===== src/hdl/bint_div.sv =====
// Bit-serial floor divider: signed dividend by positive divisor, one bit a cycle.
// Depends on nothing; the top level sets the widths from bint_pkg.
module bint_div #(
	parameter int DW = 52,
	parameter int VW = 26
) (
	input  logic                 clk,
	input  logic                 arst_n,
	input  logic                 start,
	input  logic signed [DW-1:0] dividend,
	input  logic [VW-1:0]        divisor,
	output logic                 done,
	output logic signed [DW-1:0] quotient,
	output logic [VW-1:0]        remainder
);

	localparam int CW = $clog2(DW + 1);

	logic          run_q;
	logic          done_q;
	logic [CW-1:0] cnt_q;
	logic          neg_q;
	logic [DW-1:0] num_q;
	logic [VW-1:0] rem_q;
	logic [VW-1:0] den_q;
	logic [VW:0]   trial;
	logic [VW:0]   diff;
	logic          ge;

	// Trial subtraction of one restoring step
	always_comb begin
		trial = {rem_q, num_q[DW-1]};
		diff  = trial - {1'b0, den_q};
		ge    = (trial >= {1'b0, den_q});
	end

	// Control: count the steps and flag the last one
	always_ff @(posedge clk or negedge arst_n) begin
		if (!arst_n) begin
			run_q  <= 1'b0;
			done_q <= 1'b0;
			cnt_q  <= '0;
		end else begin
			done_q <= 1'b0;
			if (start) begin
				run_q <= 1'b1;
				cnt_q <= CW'(DW);
			end else if (run_q) begin
				cnt_q <= cnt_q - 1'b1;
				if (cnt_q == CW'(1)) begin
					run_q  <= 1'b0;
					done_q <= 1'b1;
				end
			end
		end
	end

	// Datapath: floor(a/b) of negative a is ~((~a)/b)
	always_ff @(posedge clk) begin
		if (start) begin
			neg_q <= dividend[DW-1];
			num_q <= dividend[DW-1] ? ~dividend : dividend;
			rem_q <= '0;
			den_q <= divisor;
		end else if (run_q) begin
			num_q <= {num_q[DW-2:0], ge};
			rem_q <= ge ? diff[VW-1:0] : trial[VW-1:0];
		end
	end

	assign done      = done_q;
	assign quotient  = neg_q ? ~num_q : num_q;
	assign remainder = rem_q;

endmodule


===== config.mk =====
export PLATFORM = sky130hd
export DESIGN_NAME = bint_div
export DESIGN_NICKNAME = d
export VERILOG_FILES = /design/src/hdl/bint_div.sv
export SDC_FILE = /design/constraint.sdc
export NUM_CORES = 1
export LEC_CHECK = 0
export ABC_CLOCK_PERIOD_IN_PS = 4300
export BUFFER_PORTS_ARGS = -buffer_cell sky130_fd_sc_hd__clkbuf_2
export CORE_MARGIN = 2
export CORE_UTILIZATION = 43
export DETAILED_ROUTE_END_ITERATION = 12
export PLACE_DENSITY_LB_ADDON = 0.12
export RECOVER_POWER = 25
export SYNTH_ARGS = -nofsm -noshare
export SYNTH_HDL_FRONTEND = slang
export SYNTH_SLANG_ARGS = --single-unit

===== constraint.sdc =====
create_clock -name clk -period 4.3 [get_ports clk]
set_clock_uncertainty 0.05 [all_clocks]
set_input_delay 0.43 -clock clk [delete_from_list [all_inputs] [get_ports clk]]
set_output_delay 0.43 -clock clk [all_outputs]
set_load 0.01 [all_outputs]

==> results by stage <==
Floorplan:
- The floorplan step defined a die boundary enclosing between 15000 and 20000 sq um.
- For this configuration, the core starts out at a cell density of roughly 44%.
- The core footprint is 15900 sq um.
- The die is 131 microns tall.
- The overall die width is approximately 130 microns.
- In this run the core area contains 46 standard-cell rows.
- For this design the top-level I/O count stands at between 150 and 200.

Setup path:
- STA puts the critical path data arrival time at approximately 3600 ps.
- Along the worst path, the maximum fanout reaches 5.
- STA classifies the critical path startpoint as a flop.
- The signal on the critical path passes through inv_1 -> ha_1 -> inv_1 -> fa_1 -> a21o_1 -> a221oi_1 -> a21oi_1 -> a211oi_1 -> o21ai_1 -> a21oi_1 -> xnor2_1 -> a221o_1.
- Counting both buffers and inverters, the worst setup path holds a total of 2.
- Grouping stages by cell kind, the critical path spends the most delay in compound AO/OA/AOI/OAI gates.
- The maximum single-stage delay on the critical path is 490 ps.
- The slowest stage cell on the critical path is a221oi_1.
- The required time of the critical path is 4540 ps.
- The worst setup path is captured at a flop.
- The critical path in this run is classified as reg2reg.

Timing:
- The final number of hold-violating endpoints is 0.
- The max-slew violation total from the final report came to approximately 160.
- The clock period minus final worst setup slack is approximately 3400 ps.
- Setup repair after global routing left no endpoint under its margin.
- The share of the cycle needed by the critical path after routing is 78.7%.
- For this run, the top clock speed supported by timing is just under 300 MHz.
- The hold slack is 142 ps.
- The worst path meets setup with about 920 ps of slack.
- Setup violations remaining at the end of the flow were counted as 0.
- The final sum of negative setup slack is 0 ps.
- At the pin with the least slew margin, the transition time is slightly above 2000 ps.
- The worst relative slew slack is -34.7%.

Logic synthesis:
- The most used flip-flop cell after synthesis is edfxtp_1.
- The distinct cell type count after synthesis is slightly below 60.
- In this run the cell area of the synthesized design comes to approximately 7000 sq um.
- The fraction of registers with async set/reset is slightly above 7%.
- In the synthesized netlist, the number of instances is just over 700.
- Sorting the synthesized cells by area gives the leading types as edfxtp_1 (34%), xnor2_1 (8.9%), dfxtp_1 (7.5%), xor2_1 (7.0%), a21oi_1 (5.5%).
- In this run the mean area of a mapped cell was 9.72 sq um.
- In this run, synthesis inferred 79 flip-flops with an integrated enable.
- The biggest area consumer among synthesized cells is edfxtp_1.
- The synthesis warning total is 0.
- Summed over its instances, the top area cell type makes up between 30 and 40% of the synthesized netlist area.
- Sequential cells were found to cover ~44% of the synthesized design area.
- The net count after synthesis is ~830.
- The register bit count reported by yosys is around 110.

Final layout:
- The total number of nets in the final design is approximately 970.
- The register area is 3090 sq um.
- Cells with a size suffix above 1 make up a little over a fifth of the layout.
- Leaving out filler cells and counting taps, the final layout contains roughly 1100.
- At the end of the flow the core is filled with cells to 53.2%.
- The number of diodes is 0.
- In the final layout, the multi-input gates occupy 3560 sq um.
- The summed area of non-filler cells in the final layout is between 8000 and 9000 sq um.
- The synthesis-to-layout area growth is 21.4%.
- The total of fill cells in the finished design is ~1500.

Detailed routing:
- After detailed routing, the number of remaining DRC violations is 0.
- The count of antenna-violating nets left after detailed routing is 0.
- The average vias per placed instance is slightly above 5.
- Across all layers, the routed design uses approximately 5600 vias.
- The wire length per cell is 15.3 microns.
- For this block, the initial DRC count from the detailed router was between 300 and 400.
- Before antenna repair, the detailed router went through 5 iterations.
- The final wirelength is 16700 microns.

Hold path:
- The classification of the worst-slack hold path is in2reg.

Status:
- The checks that failed: capacitance limit, slew limit.
- The run finished, with violations left.

Power:
- The static leakage power is 3.63 nW.
- In this run the power density over the cells is 387 nW/um^2.
- The total power consumption of the routed design is between 3 and 4 mW.
- The maximum vdd drop is ~0.00028 V.

Clock network:
- After clock tree synthesis, the clock-pin slew on the worst setup and hold paths is around 50 ps.
- The count of cells resized by post-cts repair is 0.
- The depth of the CTS H-tree is 4.
- The clock tree from TritonCTS is done.
- Buffers inserted during clock tree synthesis total 17.
- Counting along the longest clock path gives a buffer depth of 2.
- The clock latency on the worst-skew pair is approximately 400 ps.
- The sink count of the clock tree is ~110.
- The library cell used as clock root buffer is clkbuf_16.

Place:
- After detailed placement, the design holds a cell count of approximately 1100.
- The routability-driven placement congestion ratio is between 0.9 and 1.
- The cell area reported after detailed placement is around 7900 sq um.
- The total of buffers placed on input and output ports is 159.
- At the placement stage, the worst setup path has a slack of between 900 and 1000 ps.
- The half-perimeter wire length of the detailed placement result is 11800 microns.

GRT:
- Entering global routing, the biggest net connects 87 pins.
- The number of antenna violations at the first check in global routing came to 0.
- The total overflow reported by the global router is 0.
- The via count of the first global-routing pass is about 5500.
- The first global-routing pass estimated 27300 microns of wire.
- Global routing used between 10% and 20% of the available tracks.

Run:
- The max-capacitance violation count is 3.
## cells in the final DEF (no fill, tap or decap), types with 14 or more instances in the layout
cell	synthesis	final
a211oi_1	19	19
a21o_1	14	14
a21oi_1	76	76
clkbuf_16	0	17
clkbuf_2	0	152
dfxtp_1	26	26
edfxtp_1	79	79
ha_1	28	28
inv_1	33	32
nand2_1	37	37
nor2_1	90	90
xnor2_1	71	71
xor2_1	56	56
## logic make-up (layout without fill, tap and decap cells)
| group | Yosys count | in the layout | synth area share [%] |
|---|---|---|---|
| fa+ha+maj | 29 | 29 | 5.32 |
| buf+inv | 76 | 231 | 4.51 |
| mux | 11 | 11 | 1.58 |
| compound gates | 167 | 167 | 15.3 |
| flops | 113 | 113 | 44.4 |
| simple gates | 194 | 194 | 13.0 |
| xor+xnor | 127 | 127 | 16.0 |
## state kept, by name, indices dropped and copies added (netlist names)
name,flops
remainder,26
neg_q,1
num_q,52
den_q,26
run_q,1
done,1
cnt_q,6
## final timing paths
check                              from             to  slack [ps]  cells past startpoint
max                           num_q[51]  remainder[14]         920                     12
min                          divisor[7]       den_q[7]         140                      1
max reg2reg                   num_q[51]  remainder[14]         920                     12
min reg2reg                remainder[5]   remainder[5]         440                      2
max in group asynchronous        arst_n       cnt_q[5]        3450                      2
min in group asynchronous        arst_n       cnt_q[1]         440                      2
## repair_timing
action                                 in CTS  in global routing
setup buffers                               0                  0
endpoints found under the hold margin       8                  0
hold buffers                                1                  0
## cell usage after synthesis (all sizes together) (2+ instances only)
master and number:
buf 14, nor2b 6, ha 28, xnor2 71
o21ai 21, and4 2, a21oi 76, a211oi 19
dfrtp 8, o211ai 3, o31a 2, nand4 8
nor2 91, or2 3, inv 33, and3 5
o31ai 3, nor3 10, or4 2, xor2 56
mux2i 11, nand3 10, a31oi 3, a221o 3
nand2b 8, a311oi 6, edfxtp 79, and2 3
nor3b 5, nand2 38, a21o 14, o21a 6
dfxtp 26, clkbuf 29
## cell type report
class | instances | share of cell area (%)
clock buffers | 19 | 5.12
clock inverters | 13 | 1.70
inverters | 33 | 1.46
multi-input cells | 528 | 42.1
flip-flops and latches | 113 | 36.6
well taps | 216 | 3.20
repair buffers | 166 | 9.87
## metal layers
layer	GRT usage (%)	vias to the layer above	share of wire, %
met5	0	-	0
met4	6.58	0	1.7
met3	5.36	18	5.7
met2	30.2	166	45
met1	26.4	2630	47
li1	-	2800	-
## where the power goes
part	switching [mW]	internal (mW)
combinational	0.308	0.246
clock	0.493	0.899
sequential	0.0582	1.27
Power figures use the tool's default switching activity.
