==> src/hdl/bint_ram.sv <==
// Generic single-write, single-read RAM with a registered read.
// Depends on nothing.
module bint_ram #(
	parameter int WIDTH = 16,
	parameter int DEPTH = 64
) (
	input  logic                     clk,
	input  logic                     we,
	input  logic [$clog2(DEPTH)-1:0] waddr,
	input  logic [WIDTH-1:0]         wdata,
	input  logic [$clog2(DEPTH)-1:0] raddr,
	output logic [WIDTH-1:0]         rdata
);

	logic [WIDTH-1:0] mem [DEPTH];

	// Write on enable, read every cycle
	always_ff @(posedge clk) begin
		if (we) begin
			mem[waddr] <= wdata;
		end
		rdata <= mem[raddr];
	end

endmodule

==> config.mk <==
export PLATFORM = sky130hd
export DESIGN_NAME = bint_ram
export DESIGN_NICKNAME = d
export VERILOG_FILES = /design/src/hdl/bint_ram.sv
export SDC_FILE = /design/constraint.sdc
export NUM_CORES = 1
export LEC_CHECK = 0
export BUFFER_PORTS_ARGS = -buffer_cell sky130_fd_sc_hd__buf_2
export CELL_PAD_IN_SITES_DETAIL_PLACEMENT = 1
export CELL_PAD_IN_SITES_GLOBAL_PLACEMENT = 1
export CORE_MARGIN = 3
export CORE_UTILIZATION = 40
export CTS_CLUSTER_SIZE = 10
export DETAILED_ROUTE_END_ITERATION = 8
export PLACE_DENSITY = 0.66
export SLEW_MARGIN = 20
export SYNTH_ARGS = -nofsm -noshare
export SYNTH_HDL_FRONTEND = slang
export SYNTH_SLANG_ARGS = --single-unit
==> constraint.sdc <==
create_clock -name clk -period 3.24 [get_ports clk]
set_clock_uncertainty 0.05 [all_clocks]
set_input_delay 0.648 -clock clk [delete_from_list [all_inputs] [get_ports clk]]
set_output_delay 0.648 -clock clk [all_outputs]
set_load 0.05 [all_outputs]
==> impl_metrics.json, run 1 <==
{
  "crit_buf_inv": 3,
  "slew_violations": 0,
  "path_cells": "buf_8 > buf_12 > buf_12 > mux2i_1 > a22oi_1 > a41oi_1 > o21ai_0 > and4_1",
  "final-seq-area_sq_um": 31100,
  "setup_violations": 0,
  "start_util": 0.405,
  "overflow": 0,
  "period_share": 0.775,
  "p_int_mw": 22.2,
  "critPathTopFamily": "compound AO/OA/AOI/OAI gates",
  "die_height_um": 322,
  "synth.cell_area_sq_um": 40000,
  "critPathArrivalTime_ps": 3040,
  "required_ps": 3770,
  "path_clk_slew_ps": 60,
  "p_leak_nw": 14.8,
  "drt-initial-drc-count": 2355,
  "swShare": 0.214,
  "syn_to_final_growth_pct": 15.4,
  "crit_path_end_kind": "flop",
  "syn_area_per_cell_sq_um": 21.9,
  "grt_pass1_vias": 21000,
  "yosys-top-cells-count": "edfxtp_1 (1024), mux4_2 (220), mux2i_1 (85)",
  "grt_setup_unrepaired": "false",
  "grt_pass1_wl_mm": 153,
  "worst_slew_pin_slew_ps": 1080,
  "status": "finished, final reports clean",
  "synthTopCellsByArea": "edfxtp_1 (77%), mux4_2 (12%), mux2i_1 (2.1%)",
  "htree_num_levels": 3,
  "yosysTopAreaCellShare": 0.768,
  "synth_cell_types": 43,
  "cts_root_buffer": "clkbuf_16",
  "viasPerCell": 5.80,
  "syn-num-nets": 1859,
  "drt_wl_total_mm": 105,
  "hpwl_mm": 66.0,
  "finalCriticalPeriod_ps": 2510,
  "fmaxAchievable_ghz": 0.398,
  "cts_made_buffers": 116,
  "multiInputGateArea_sq_um": 8250,
  "firstDrtPassIters": 7,
  "post_cts_buffers": 0,
  "drv_cap": 0,
  "slew_headroom": 0.277,
  "p_sw_mw": 6.03,
  "hold_ws_ps": 305,
  "layout-drive-gt1-share": 0.291,
  "cp_slowest_stage_delay_ps": 500,
  "pwr-share-clk": 0.411,
  "insertion_delay_ps": 700,
  "totalPowerFinal_mw": 28.2,
  "fillers": 8931,
  "port_buffers": 45,
  "synth_seq_area_share": 0.776,
  "instances_no_fill": 3434,
  "dieArea_sq_um": 104000,
  "postSynth.asyncResetShare": 0,
  "start_kind": "primary input",
  "combPwrFrac": 0.057,
  "setup.worst_path.class": "primary input to flop",
  "ioPinCount": 46,
  "synth_ff_type": "edfxtp_1",
  "cts_resized": 0,
  "hold_violations": 0,
  "crit_fanout": 24,
  "hp-class": "primary input to flop",
  "seq_power_share": 0.531,
  "core_sq_um": 98900,
  "cts_max_path_buffers": 3,
  "grt_max_degree": 65,
  "antenna_found_initial": 7,
  "clock-sinks": 1040,
  "cpMaxStageDelayCell": "o21ai_0",
  "via_count": 19900,
  "postRouteAntennaNets": 0,
  "vdd_ir_drop_max_mv": 0.381,
  "holdBufCountCts": 0,
  "nNetsFinal": 2111,
  "setup_tns_ps": 0,
  "die_x_um": 322,
  "rows": 115,
  "synth-edff-count": 1024,
  "routedWlPerCell_um": 30.7,
  "yosysTopAreaCell": "edfxtp_1",
  "yosysWarnings": 0,
  "yosysMostFrequentCell": "edfxtp_1",
  "netlist_instances": 1829,
  "powerDensity_nw_per_um2": 610,
  "placed_cells": 3250,
  "place_congestion": 0.817,
  "synth_seq_cells": 1040,
  "crit_top_cell": "buf_12",
  "cts_tree": "done",
  "track_usage": 0.205,
  "drcViolationCount": 0
}
layout by cell type, fill, tap and decap left out, drive strengths merged, types with 17 or more instances in the layout:
| cell | Yosys | layout |
|---|---|---|
| mux2i | 85 | 85 |
| nand2 | 60 | 60 |
| nor2b | 30 | 30 |
| mux4 | 224 | 224 |
| nand3 | 24 | 24 |
| nor2 | 74 | 74 |
| a22oi | 39 | 39 |
| clkbuf | 27 | 169 |
| mux2 | 27 | 27 |
| buf | 77 | 237 |
| edfxtp | 1024 | 1024 |
| a21oi | 17 | 17 |
kinds of logic (layout without fill, tap and decap cells):
logic type	after synthesis	after routing	synth area share
other	0	7	0
buffers and inverters	104	415	0.0183
multiplexers	336	336	0.155
flip-flops	1040	1040	0.776
AND/OR/NAND/NOR	220	220	0.0265
AO/OA/AOI/OAI	129	129	0.0241
layout make-up:
type	instances	share of cell area
repair buffers	238	0.0438
clock buffers	168	0.0686
diodes	7	0.000379
multi-input cells	685	0.178
flip-flops and latches	1040	0.672
well taps	1287	0.0348
clock inverters	9	0.00168
flip-flops by register name, indices dropped and copies added, names as in the netlist:
| name | flops |
|---|---|
| rdata | 16 |
| mem | 1024 |
metrics by stage:
stage | cell area, sq um | worst slack (ps) | utilization
2_1_floorplan | 40000 | 507 | -
3_3_place_gp | 43000 | 97.3 | 0.435
3_5_place_dp | 43000 | 16.7 | 0.435
4_1_cts | 46200 | 760 | 0.467
5_1_grt | 46200 | 656 | 0.467
6_report | 46200 | 729 | 0.468
final timing paths:
path,from,end,slack [ps],cells after the start
worst max-delay path,raddr[0],rdata[2],730,8
worst min-delay path,wdata[6],mem[55][6],300,1
worst min register to register,mem[39][14],rdata[14],850,4
worst max register to register,mem[58][2],rdata[2],1140,5
power groups by stage:
stage / registers, mW / logic (mW) / clock network, mW
2_1_floorplan: 15.3 / 0.771 / 0
3_3_place_gp: 15.2 / 1.60 / 0
3_5_place_dp: 15.2 / 1.63 / 0
4_1_cts: 15.0 / 1.64 / 11.8
5_1_grt: 15.0 / 1.72 / 12.4
6_report: 15.0 / 1.62 / 11.6
layer usage:
layer  track usage  vias up  routed length (um)
li1              -     8178                   -
met1         0.289    10800               44300
met2         0.332      738               51100
met3        0.0360      167                7270
met4        0.0578        4                2680
met5             0        -                  23
No activity file was read; power rests on OpenSTA's default activity.
==> inputs of run 2 (changes only) <==
==> constraint.sdc (replaced) <==
create_clock -name clk -period 2.55 [get_ports clk]
set_clock_uncertainty 0.05 [all_clocks]
set_input_delay 0.51 -clock clk [delete_from_list [all_inputs] [get_ports clk]]
set_output_delay 0.51 -clock clk [all_outputs]
set_load 0.05 [all_outputs]
==> run 2 against run 1 <==
Effect of this change:
- combinational power rose by 33%
- wire length hardly changed
- non-clock buffer count grew 48
- design area up 1.6%
- register-to-register slack worse by 930 ps
- power rose by 27%
- critical path depth increased by 2
- critical path type unchanged
- critical endpoint is now rdata[1]
- largest cell class unchanged
==> impl_metrics.json, run 2 (same netlist as run 1, synthesis figures left out) <==
{
  "status": "finished, final reports clean",
  "cts_max_path_buffers": 3,
  "start_util": 0.405,
  "crit_buf_inv": 5,
  "hold_violations": 0,
  "grt_max_degree": 65,
  "drcViolationCount": 0,
  "insertion_delay_ps": 690,
  "utilization": 0.475,
  "die_height_um": 322,
  "holdBufCountCts": 0,
  "instances_no_fill": 3487,
  "regMostFlops": "mem",
  "via_count": 20000,
  "crit_path_end_kind": "flop",
  "grt_pass1_wl_mm": 152,
  "port_buffers": 45,
  "required_ps": 3040,
  "antenna_found_initial": 10,
  "placed_cells": 3298,
  "postRouteAntennaNets": 0,
  "drt-initial-drc-count": 1992,
  "overflow": 0,
  "fmaxAchievable_ghz": 0.421,
  "hp-class": "primary input to flop",
  "design_area_sq_um": 47000,
  "setup_violations": 0,
  "ioPinCount": 46,
  "dpl_cell_area_sq_um": 43700,
  "vdd_ir_drop_max_mv": 0.572,
  "slew_violations": 0,
  "hpwl_mm": 66.8,
  "cts_resized": 0,
  "critPathArrivalTime_ps": 2870,
  "setup.worst_path.class": "primary input to flop",
  "p_leak_nw": 15.1,
  "die_x_um": 322,
  "totalPowerFinal_mw": 35.9,
  "slew_headroom": 0.425,
  "cts_tree": "done",
  "track_usage": 0.205,
  "nNetsFinal": 2158,
  "cpMaxStageDelayCell": "mux4_2",
  "powerDensity_nw_per_um2": 764,
  "top_regs": "mem (1024), rdata (16)",
  "core_sq_um": 98900,
  "critPathTopFamily": "buffers and inverters",
  "crit_fanout": 15,
  "grt_pass1_vias": 21200,
  "path_cells": "buf_8 > buf_12 > buf_12 > mux4_2 > mux2i_1 > buf_4 > nand3_1 > a31oi_1 > buf_4 > a311oi_1",
  "drv_cap": 0,
  "drt_wl_total_mm": 105,
  "largest_register_ffs": 1024,
  "final_cell_mix": "edfxtp_1 (1024), mux4_2 (220), buf_4 (183)",
  "start_kind": "primary input",
  "finalCriticalPeriod_ps": 2380,
  "clock-sinks": 1040,
  "layout-drive-gt1-share": 0.304,
  "cts_root_buffer": "clkbuf_16",
  "firstDrtPassIters": 5,
  "path_clk_slew_ps": 60,
  "rows": 115,
  "viasPerCell": 5.72,
  "cp_slowest_stage_delay_ps": 530,
  "routedWlPerCell_um": 30.3,
  "post_cts_buffers": 0,
  "period_share": 0.932,
  "worst_slew_pin_slew_ps": 862,
  "syn_to_final_growth_pct": 17.3,
  "place_congestion": 0.841,
  "grt_setup_unrepaired": "false",
  "dieArea_sq_um": 104000,
  "cts_made_buffers": 115,
  "final_common_cell": "edfxtp_1",
  "htree_num_levels": 3
}
run 2: changes by cell type in the layout (fill, tap and decap cells not counted), moves of 2 or more:
cell       previous run  this run
buf_4               167       183
clkbuf_16           119       116
clkinv_8              2         0
inv_6                 2         4
clkbuf_1             48        56
buf_12               26        58
clkinv_2              3         0
run 2: worst paths after layout:
check,startpoint,end,slack [ps],cells after the start
worst min-delay path,wdata[0],mem[51][0],270,2
worst max-delay path,raddr[0],rdata[1],170,10
worst max register to register,mem[31][1],rdata[1],210,7
worst min register to register,mem[18][10],rdata[10],830,4
run 2: layout make-up:
type | count | area, sq um
Tap cell | 1287 | 1610
Multi-Input combinational cell | 685 | 8250
Fill cell | 8903 | 51900
Timing Repair Buffer | 286 | 2790
Sequential cell | 1040 | 31100
Clock inverter | 7 | 72.6
Antenna cell | 7 | 17.5
Clock buffer | 175 | 3150
run 2: worst register-to-register path: stages, from the launching register on:
cell	delay (ps)
edfxtp_1	360
mux4_2	520
mux2i_1	210
buf_4	180
nand3_1	110
a31oi_1	530
buf_4	220
a311oi_1	50
run 2: power by group:
| group | internal (mW) | switching, mW | leakage (nW) | total, mW |
|---|---|---|---|---|
| registers | 18.9 | 0.0780 | 9.35 | 19.0 |
| clock network | 8.38 | 6.31 | 1.55 | 14.7 |
| logic | 0.833 | 1.33 | 4.21 | 2.16 |
run 2: through the flow:
step / TNS (ps) / hold slack, ps / worst slack (ps)
after global routing: 0 / 294 / 212
after global placement: -2050 / 778 / -391
final: 0 / 273 / 174
after CTS: 0 / 288 / 279
after floorplan: 0 / 559 / 32.2
after detailed placement: -2250 / 795 / -427
run 2: layer usage:
| metal | up-vias | track usage | share of wire |
|---|---|---|---|
| li1 | 8274 | - | - |
| met1 | 10800 | 0.279 | 0.42 |
| met2 | 701 | 0.323 | 0.47 |
| met3 | 185 | 0.0469 | 0.073 |
| met4 | 6 | 0.0775 | 0.037 |
| met5 | - | 0 | 0.00032 |
==> inputs of run 3 (changes only) <==
--- a/config.mk
+++ b/config.mk
@@ -13,6 +13,7 @@
 export CTS_CLUSTER_SIZE = 10
 export DETAILED_ROUTE_END_ITERATION = 8
 export PLACE_DENSITY = 0.66
+export RECOVER_POWER = 50
 export SLEW_MARGIN = 20
 export SYNTH_ARGS = -nofsm -noshare
 export SYNTH_HDL_FRONTEND = slang
==> run 3 against run 2 <==
Effect of this change:
- the flow now finishes with violations (max-capacitance violations, max-slew violations)
- clock-buffer cell count did not move
- design area fell by 0.36%
- sequential power barely moved
- global-route usage did not move
- non-clock buffer count did not move
==> impl_metrics.json, run 3 (same netlist as run 1, synthesis figures left out) <==
{
  "ff2ff_path_depth": 7,
  "layout-drive-gt1-share": 0.296,
  "fmaxAchievable_ghz": 0.436,
  "grt_pass1_wl_mm": 152,
  "setup_tns_ps": 0,
  "cts_tree": "done",
  "swShare": 0.215,
  "p_leak_nw": 15.0,
  "final_cell_mix": "edfxtp_1 (1024), mux4_2 (220), buf_4 (171)",
  "cpMaxStageDelayCell": "a31oi_1",
  "combPwrFrac": 0.059,
  "vdd_ir_drop_max_mv": 0.573,
  "clock-sinks": 1040,
  "core_sq_um": 98900,
  "crit_fanout": 18,
  "hpwl_mm": 66.8,
  "powerDensity_nw_per_um2": 766,
  "port_buffers": 45,
  "crit_path_end_kind": "flop",
  "holdBufCountCts": 0,
  "drcViolationCount": 0,
  "viasPerCell": 5.73,
  "drt-initial-drc-count": 2076,
  "required_ps": 3050,
  "hold_depth": 3,
  "slew_violations": 413,
  "hp-class": "primary input to flop",
  "firstDrtPassIters": 5,
  "final_common_cell": "edfxtp_1",
  "fillers": 8915,
  "p_sw_mw": 7.69,
  "ioPinCount": 46,
  "fin_ws_ps": 255,
  "setup_violations": 0,
  "worst_slew_pin_slew_ps": 1720,
  "htree_num_levels": 3,
  "overflow": 0,
  "die_x_um": 322,
  "cts_made_buffers": 115,
  "period_share": 0.900,
  "dieArea_sq_um": 104000,
  "nNetsFinal": 2158,
  "largest_register_ffs": 1024,
  "start_util": 0.405,
  "worstHoldStart": "raddr[4]",
  "cts_resized": 0,
  "rows": 115,
  "critPathArrivalTime_ps": 2790,
  "postRouteAntennaNets": 0,
  "insertion_delay_ps": 690,
  "violations": "max-capacitance violations, max-slew violations",
  "drv_cap": 10,
  "track_usage": 0.205,
  "cp_slowest_stage_delay_ps": 550,
  "finalCriticalPeriod_ps": 2290,
  "regMostFlops": "mem",
  "start_kind": "primary input",
  "routedWlPerCell_um": 30.3,
  "path_clk_slew_ps": 60,
  "setup.worst_path.class": "primary input to flop",
  "path_cells": "buf_8 > buf_12 > buf_4 > mux4_2 > mux2i_1 > a22oi_1 > a31oi_1 > buf_4 > a311oi_1",
  "grt_setup_unrepaired": "false",
  "via_count": 20000,
  "slew_headroom": -0.146,
  "status": "finished with violations",
  "worstReg2RegStart": "mem[23][1]",
  "syn_to_final_growth_pct": 16.9,
  "seq_power_share": 0.531,
  "drt_wl_total_mm": 106,
  "startpoint": "raddr[0]",
  "pwr-share-clk": 0.409,
  "antenna_found_initial": 10,
  "grt_max_degree": 65,
  "grt_pass1_vias": 21200,
  "top_regs": "mem (1024), rdata (16)",
  "dp_worst_setup_slack_ps": -427,
  "hold_violations": 0,
  "place_congestion": 0.841,
  "cts_root_buffer": "clkbuf_16",
  "crit_top_cell": "buf_4",
  "p_int_mw": 28.1,
  "die_height_um": 322,
  "cts_max_path_buffers": 3,
  "post_cts_buffers": 0
}
==> run 3: cell type report <==
class | count | area, sq um | share of cell area
diodes | 8 | 20.0 | 0.000428
flip-flops and latches | 1040 | 31100 | 0.664
repair buffers | 286 | 2620 | 0.0559
clock buffers | 175 | 3150 | 0.0674
multi-input cells | 685 | 8250 | 0.176
well taps | 1287 | 1610 | 0.0344
clock inverters | 7 | 72.6 | 0.00155
==> run 3: per-layer routing <==
layer | track usage | up-vias | routed length [um]
met5 | 0 | - | 35
met4 | 0.0775 | 6 | 3970
met3 | 0.0469 | 195 | 7920
met2 | 0.323 | 729 | 50200
met1 | 0.279 | 10800 | 43500
li1 | - | 8270 | -
==> run 3: final timing paths <==
| path | slack [ps] | to |
|---|---|---|
| worst min-delay path | 360 | rdata[8] |
| worst max-delay path | 260 | rdata[1] |
| worst min register to register | 830 | rdata[10] |
| worst max register to register | 270 | rdata[1] |
==> run 3: through the flow <==
stage	area [sq um]	utilization	power, mW	std cells	hold slack (ps)
after CTS	46900	0.475	36.2	3480	288
final	46800	0.473	35.8	3488	362
after global placement	43700	0.442	21.5	3298	778
after global routing	46800	0.473	37.0	3480	339
after detailed placement	43700	0.442	21.5	3298	795
after floorplan	40100	-	20.4	1829	559
==> run 3: power groups by stage <==
stage / logic (mW) / registers, mW / clock network (mW)
after floorplan: 0.980 / 19.4 / 0
after global placement: 2.11 / 19.3 / 0
after detailed placement: 2.17 / 19.4 / 0
after CTS: 2.18 / 19.0 / 15.0
after global routing: 2.25 / 19.0 / 15.7
final: 2.13 / 19.0 / 14.7
==> run 3: worst max-delay path: cells and delay by family <==
kind / cells / cell delay (ps)
buffers and inverters: 4 / 770
muxes: 2 / 760
AOI/OAI and AO/OA: 3 / 710
